$ cat src/sv/nlg_pkg.sv
// Shared types, constants and fixed-point helpers for the leapfrog n-body step.
// Used by nlg_arith and by the top level nbody_leapfrog_gravity_step.
// No dependencies.
package nlg_pkg;

    // body table size
    localparam int MAX_BODIES = 16;
    localparam int IDX_W      = $clog2(MAX_BODIES);
    localparam int CNT_W      = $clog2(MAX_BODIES + 1);

    // shared arithmetic unit sizing
    localparam int WIDE_W      = 128;
    localparam int DIV_STEPS   = WIDE_W;
    localparam int SQRT_STEPS  = 34;
    localparam int SQRT_ALIGN  = WIDE_W - 2 * SQRT_STEPS;
    localparam int STEP_W      = $clog2(DIV_STEPS + 1);

    // configuration register indexes
    localparam int CFG_IDX_W = 2;
    localparam logic [CFG_IDX_W-1:0] CFG_TIME_STEP  = 2'd0;
    localparam logic [CFG_IDX_W-1:0] CFG_GRAV_CONST = 2'd1;

    // reset values of the configuration registers
    localparam logic [31:0] TIME_STEP_RST  = 32'd655;
    localparam logic [31:0] GRAV_CONST_RST = 32'd6553600;

    // input word kinds
    localparam logic KIND_ADD  = 1'b0;
    localparam logic KIND_STEP = 1'b1;

    // result status codes
    localparam logic STATUS_OK   = 1'b0;
    localparam logic STATUS_FULL = 1'b1;

    // operations of the shared arithmetic unit
    typedef enum logic [1:0] {
        OP_MUL,
        OP_DIV,
        OP_SQRT
    } arith_op_t;

    // request from the sequencer to the arithmetic unit
    typedef struct packed {
        logic      start;
        arith_op_t op;
    } arith_req_t;

    // one entry of the body memory
    typedef struct packed {
        logic [31:0] mass;
        logic [31:0] pos_x;
        logic [31:0] pos_y;
        logic [31:0] vel_x;
        logic [31:0] vel_y;
        logic [47:0] acc_x;
        logic [47:0] acc_y;
    } body_t;

    // clamp to the signed 32-bit range
    function automatic logic [31:0] sat32(input logic signed [35:0] v);
        logic [31:0] r;
        if (v > 36'sh07FFFFFFF)
            r = 32'h7FFF_FFFF;
        else if (v < -36'sh080000000)
            r = 32'h8000_0000;
        else
            r = v[31:0];
        return r;
    endfunction

    // clamp to the signed 48-bit range
    function automatic logic [47:0] sat48(input logic signed [49:0] v);
        logic [47:0] r;
        if (v > 50'sh07FFFFFFFFFFF)
            r = 48'h7FFF_FFFF_FFFF;
        else if (v < -50'sh0800000000000)
            r = 48'h8000_0000_0000;
        else
            r = v[47:0];
        return r;
    endfunction

endpackage

$ cat src/sv/nlg_arith.sv
// Shared multi-cycle arithmetic unit: shift-add multiply, restoring divide
// and digit-by-digit square root on 128-bit operands, one step per cycle.
// Depends on nlg_pkg.
module nlg_arith (
    input  logic                clk,
    input  logic                rst_n,
    input  nlg_pkg::arith_req_t req,
    input  logic [127:0]        a,
    input  logic [127:0]        b,
    output logic                done,
    output logic [127:0]        result
);
    import nlg_pkg::*;

    logic              busy_reg;
    logic              done_reg;
    arith_op_t         op_reg;
    logic [STEP_W-1:0] cnt_reg;
    logic [127:0]      acc_reg;
    logic [127:0]      x_reg;
    logic [127:0]      y_reg;
    logic [128:0]      rem_reg;

    logic [128:0]      shifted;
    logic [128:0]      subtr;
    logic [128:0]      diff;
    logic              ge;

    // trial subtract shared by divide and square root
    always_comb
    begin
        if (op_reg == OP_SQRT)
        begin
            shifted = {rem_reg[126:0], x_reg[127:126]};
            subtr   = {acc_reg[126:0], 2'b01};
        end
        else
        begin
            shifted = {rem_reg[127:0], x_reg[127]};
            subtr   = {1'b0, y_reg};
        end
        ge   = shifted >= subtr;
        diff = shifted - subtr;
    end

    // control: busy flag, step counter, done pulse
    always_ff @(posedge clk or negedge rst_n)
    begin
        if (!rst_n)
        begin
            busy_reg <= 1'b0;
            done_reg <= 1'b0;
            op_reg   <= OP_MUL;
            cnt_reg  <= '0;
        end
        else
        begin
            done_reg <= 1'b0;
            if (req.start)
            begin
                busy_reg <= 1'b1;
                op_reg   <= req.op;
                cnt_reg  <= (req.op == OP_SQRT) ? STEP_W'(SQRT_STEPS) : STEP_W'(DIV_STEPS);
            end
            else if (busy_reg)
            begin
                unique case (op_reg) inside
                    OP_MUL:
                    begin
                        if (y_reg == '0)
                        begin
                            busy_reg <= 1'b0;
                            done_reg <= 1'b1;
                        end
                    end
                    OP_DIV, OP_SQRT:
                    begin
                        cnt_reg <= cnt_reg - STEP_W'(1);
                        if (cnt_reg == STEP_W'(1))
                        begin
                            busy_reg <= 1'b0;
                            done_reg <= 1'b1;
                        end
                    end
                    default:
                    begin
                        busy_reg <= 1'b0;
                        done_reg <= 1'b1;
                    end
                endcase
            end
        end
    end

    // datapath: one multiply bit or one quotient/root digit per cycle
    always_ff @(posedge clk)
    begin
        if (req.start)
        begin
            acc_reg <= '0;
            rem_reg <= '0;
            y_reg   <= b;
            x_reg   <= (req.op == OP_SQRT) ? (a << SQRT_ALIGN) : a;
        end
        else if (busy_reg)
        begin
            if (op_reg == OP_MUL)
            begin
                if (y_reg[0])
                    acc_reg <= acc_reg + x_reg;
                x_reg <= x_reg << 1;
                y_reg <= y_reg >> 1;
            end
            else
            begin
                x_reg   <= (op_reg == OP_SQRT) ? (x_reg << 2) : (x_reg << 1);
                rem_reg <= ge ? diff : shifted;
                acc_reg <= {acc_reg[126:0], ge};
            end
        end
    end

    assign done   = done_reg;
    assign result = acc_reg;

endmodule

$ cat config.mk
export PLATFORM = sky130hd
export DESIGN_NAME = nlg_arith
export DESIGN_NICKNAME = d
export VERILOG_FILES = /design/src/sv/nlg_pkg.sv /design/src/sv/nlg_arith.sv
export SDC_FILE = /design/constraint.sdc
export NUM_CORES = 2
export LEC_CHECK = 0
export BUFFER_PORTS_ARGS = -buffer_cell sky130_fd_sc_hd__buf_4
export CORE_ASPECT_RATIO = 1.25
export CORE_MARGIN = 2
export CORE_UTILIZATION = 30
export CTS_CLUSTER_DIAMETER = 200
export DETAILED_ROUTE_END_ITERATION = 10
export GPL_TIMING_DRIVEN = 0
export HOLD_SLACK_MARGIN = 0.1
export SLEW_MARGIN = 20
export SYNTH_ARGS = -nofsm -noshare
export SYNTH_HDL_FRONTEND = slang
export SYNTH_SLANG_ARGS = --single-unit
$ cat constraint.sdc
create_clock -name clk -period 9.1 [get_ports clk]
set_input_delay 0.91 -clock clk [delete_from_list [all_inputs] [get_ports clk]]
set_output_delay 0.91 -clock clk [all_outputs]
set_load 0.005 [all_outputs]
==> impl_metrics.tcl <==
set metrics [dict create \
    worst_slew_pin_slew_ps 1280 \
    die_y_um 435 \
    hp-class "reg -> reg" \
    drt_iter0_markers 4814 \
    criticalPathCategory "reg -> reg" \
    cts_root_buf "clkbuf_16" \
    p_leak_uw 0.0204 \
    clock_latency_ps 700 \
    fin_crit_sh 0.880 \
    synthAdderAreaFrac 0.0744 \
    setup_viol 0 \
    post_cts_buffers 0 \
    relSlewSlack 0.148 \
    r2r-start "op_reg[0]$_DFFE_PN0P_" \
    drv_cap 0 \
    synth-seq-area-share 0.294 \
    clockBufferDepth 3 \
    grt_remaining_overflow 0 \
    place_congestion 1.05 \
    status "completed" \
    hpwlAfterDp_um 189000 \
    hold_viol_final 0 \
    viasPerCell 5.88 \
    synth.cell_area_um2 44600 \
    numCtsBuffers 59 \
    critPathArrivalTime_ps 8620 \
    yosys_register_bits 524 \
    async_flop_share 0.0229 \
    drive_above_1_share 0.143 \
    power-per-cell-area_nw_per_um2 281 \
    cts_sinks 524 \
    ir_worst_vdd_uv 177 \
    synthMuxAreaShare 0.136 \
    critPathRequiredTime_ps 9700 \
    critPathLaunchType "flip-flop" \
    crit_start "op_reg[0]$_DFFE_PN0P_" \
    io_buffers 389 \
    ys.flop_type "edfxtp_1" \
    cpPeakStageDelay_ps 900 \
    rrSetupSlack_ps 1090 \
    cp_max_fo 10 \
    path_common_cell "clkbuf_1" \
    drt-wirelength-per-cell_um 29.0 \
    synth_area_per_cell_um2 8.31 \
    ys_warn_count 0 \
    clk_pin_slew_ps 60 \
    n_fill_cell 15500 \
    finClkSkew_ps 42.3 \
    min_period_ps 8010 \
    num_vias 45800 \
    ant_nets 0 \
    grt_max_degree 53 \
    initial_core_util 0.301 \
    critPathCaptureType "flip-flop" \
    grt_usage 0.285 \
    setup_tns_ps 0 \
    reg2reg_depth 20 \
    synth_compound_area_frac 0.246 \
    dieWidth_um 349 \
    area_delta_synth_final_pct 16.8 \
    synthCells 5365 \
    rows 158 \
    num_io_pins 390 \
    nets 6346 \
    ys_types 96 \
    synthSimpleGateAreaFrac 0.160 \
    synthXorXnorAreaFrac 0.0460 \
    synth_top_family_by_area "compound AO/OA/AOI/OAI gates" \
    synth_edf_count 256 \
    grt_pass1_wl_um 316000 \
    drt_wl_total_um 226000 \
    fmax_mhz 125 \
    die-area_um2 152000 \
    htreeDepth 2 \
    cts_tree "built" \
    cp_slowest_cell "clkbuf_1" \
    timing.hold.ws_ps 470 \
    grt_pass1_vias 44700 \
    drv_slew 0 \
    rsz0062_at_grt "false" \
    hold_path_depth 2 \
    syn_nets 5890 \
    worstPathCellList "inv_1, ha_1, clkbuf_1, clkbuf_1, clkbuf_1, mux2_2, ha_1, clkbuf_1, nand2_1, or3_1, nor3_1, nand4_1, or3_1, nor3_1, nor4b_1, o31ai_4, buf_6, clkbuf_1, o21ai_0, a21oi_1" \
    drc_errors 0 \
    first_pass_iters 6 \
    min_from "rem_reg[0]$_SDFFE_PP0P_" \
    core-area_um2 148000 \
    antenna_found_initial 7 \
]
## cell type report
type                       count  area, µm²  area share
multi-input combinational   4342      29600       0.567
sequential                   524      13100       0.252
timing repair buffer         395       3040      0.0583
tap                         1920       2400      0.0461
clock buffer                  85       1720      0.0330
buffer                       382       1530      0.0293
inverter                     117        439     0.00843
clock inverter                25        288     0.00552
antenna                        2       5.00   0.0000961
## final timing paths
| check | end |
|---|---|
| min in group asynchronous | cnt_reg[1]$_DFFE_PN0P_ |
| worst max register to register | rem_reg[14]$_SDFFE_PP0P_ |
| worst max-delay path | rem_reg[14]$_SDFFE_PP0P_ |
| worst min-delay path | rem_reg[0]$_SDFFE_PP0P_ |
| max in group asynchronous | op_reg[0]$_DFFE_PN0P_ |
| worst min register to register | rem_reg[0]$_SDFFE_PP0P_ |
## cells in the final DEF (no fill, tap or decap), drive strengths merged, types with 18 or more instances in the layout
cell	n
a211oi	200
a21boi	18
a21o	129
a21oi	547
a221oi	24
a22oi	21
a31oi	101
and3	22
buf	451
clkbuf	410
dfxtp	256
edfxtp	256
ha	262
inv	119
mux2	256
mux2i	317
nand2	501
nand2b	29
nand3	112
nand4	145
nor2	390
nor2b	98
nor3	83
nor4	57
o211ai	35
o21a	33
o21ai	409
o21bai	95
o31ai	28
or2	18
or3	27
xnor2	148
xor2	86
## where the power goes
group	switching (µW)	internal, µW	total [µW]
Combinational	5300	2980	8280
Sequential	796	3010	3800
Clock	1120	1460	2580
Total	7220	7440	14700
## synthesized netlist by cell type (8+ instances only)
| cell type | n | share of area |
|---|---|---|
| a2111oi_0 | 10 | 0.0020 |
| a211o_1 | 9 | 0.0018 |
| a211oi_1 | 196 | 0.033 |
| a21boi_0 | 14 | 0.0024 |
| a21o_1 | 129 | 0.022 |
| a21oi_1 | 544 | 0.061 |
| a221oi_1 | 22 | 0.0043 |
| a22oi_1 | 20 | 0.0034 |
| a31oi_1 | 100 | 0.014 |
| a41oi_1 | 8 | 0.0016 |
| and2_1 | 11 | 0.0015 |
| and3_1 | 22 | 0.0031 |
| and4_1 | 11 | 0.0022 |
| buf_1 | 27 | 0.0023 |
| buf_2 | 19 | 0.0021 |
| clkbuf_1 | 325 | 0.027 |
| dfrtp_1 | 12 | 0.0067 |
| dfxtp_1 | 256 | 0.11 |
| edfxtp_1 | 256 | 0.17 |
| ha_1 | 262 | 0.073 |
| inv_1 | 117 | 0.0098 |
| mux2_2 | 255 | 0.064 |
| mux2i_1 | 317 | 0.071 |
| nand2_1 | 500 | 0.042 |
| nand2b_1 | 29 | 0.0041 |
| nand3_1 | 112 | 0.013 |
| nand4_1 | 145 | 0.020 |
| nor2_1 | 390 | 0.033 |
| nor2b_1 | 98 | 0.014 |
| nor3_1 | 82 | 0.0092 |
| nor4_1 | 57 | 0.0080 |
| o211ai_1 | 34 | 0.0057 |
| o21a_1 | 33 | 0.0056 |
| o21ai_0 | 373 | 0.042 |
| o21ai_1 | 36 | 0.0040 |
| o21bai_1 | 94 | 0.016 |
| o31ai_1 | 26 | 0.0044 |
| o41ai_1 | 9 | 0.0018 |
| or2_2 | 17 | 0.0024 |
| or3_1 | 27 | 0.0038 |
| xnor2_1 | 148 | 0.029 |
| xor2_1 | 86 | 0.017 |
## kinds of logic after synthesis
logic type      count (synthesis)
compound gates               1746
fa+ha+maj                     264
xor+xnor                      234
flops                         524
simple gates                 1525
mux                           573
buf+inv                       499
## per-layer routing
layer,global-route usage,part of all wire
met3,0.0409,0.072
met4,0.199,0.082
met5,0,0.000071
met2,0.450,0.44
met1,0.355,0.40
## worst max-delay path, delay by kind of cell, from the launching register on
family / cells / cell delay, ps
muxes: 1 / 450
adders and majority gates: 2 / 450
DFF: 1 / 380
buffers and inverters: 7 / 3500
AOI/OAI and AO/OA: 3 / 570
and+or+nand+nor: 7 / 2590
## metrics by stage
step	power (µW)	setup WS (ps)	util	area, µm²	instances
2_1_floorplan	8880	4000	-	44600	5365
3_3_place_gp	11800	849	0.337	49900	7674
3_5_place_dp	11800	1360	0.338	50100	7679
4_1_cts	14400	1280	0.352	52100	7790
5_1_grt	15400	1030	0.352	52100	7791
6_report	14700	1090	0.352	52100	7792
## what timing repair did
action / CTS / global route
hold endpoints to repair: 12 / 0
hold buffers: 1 / 0
setup endpoints to repair: 0 / 0
resized for setup: 0 / 0
Note: power is estimated with default switching activity, not from simulation.
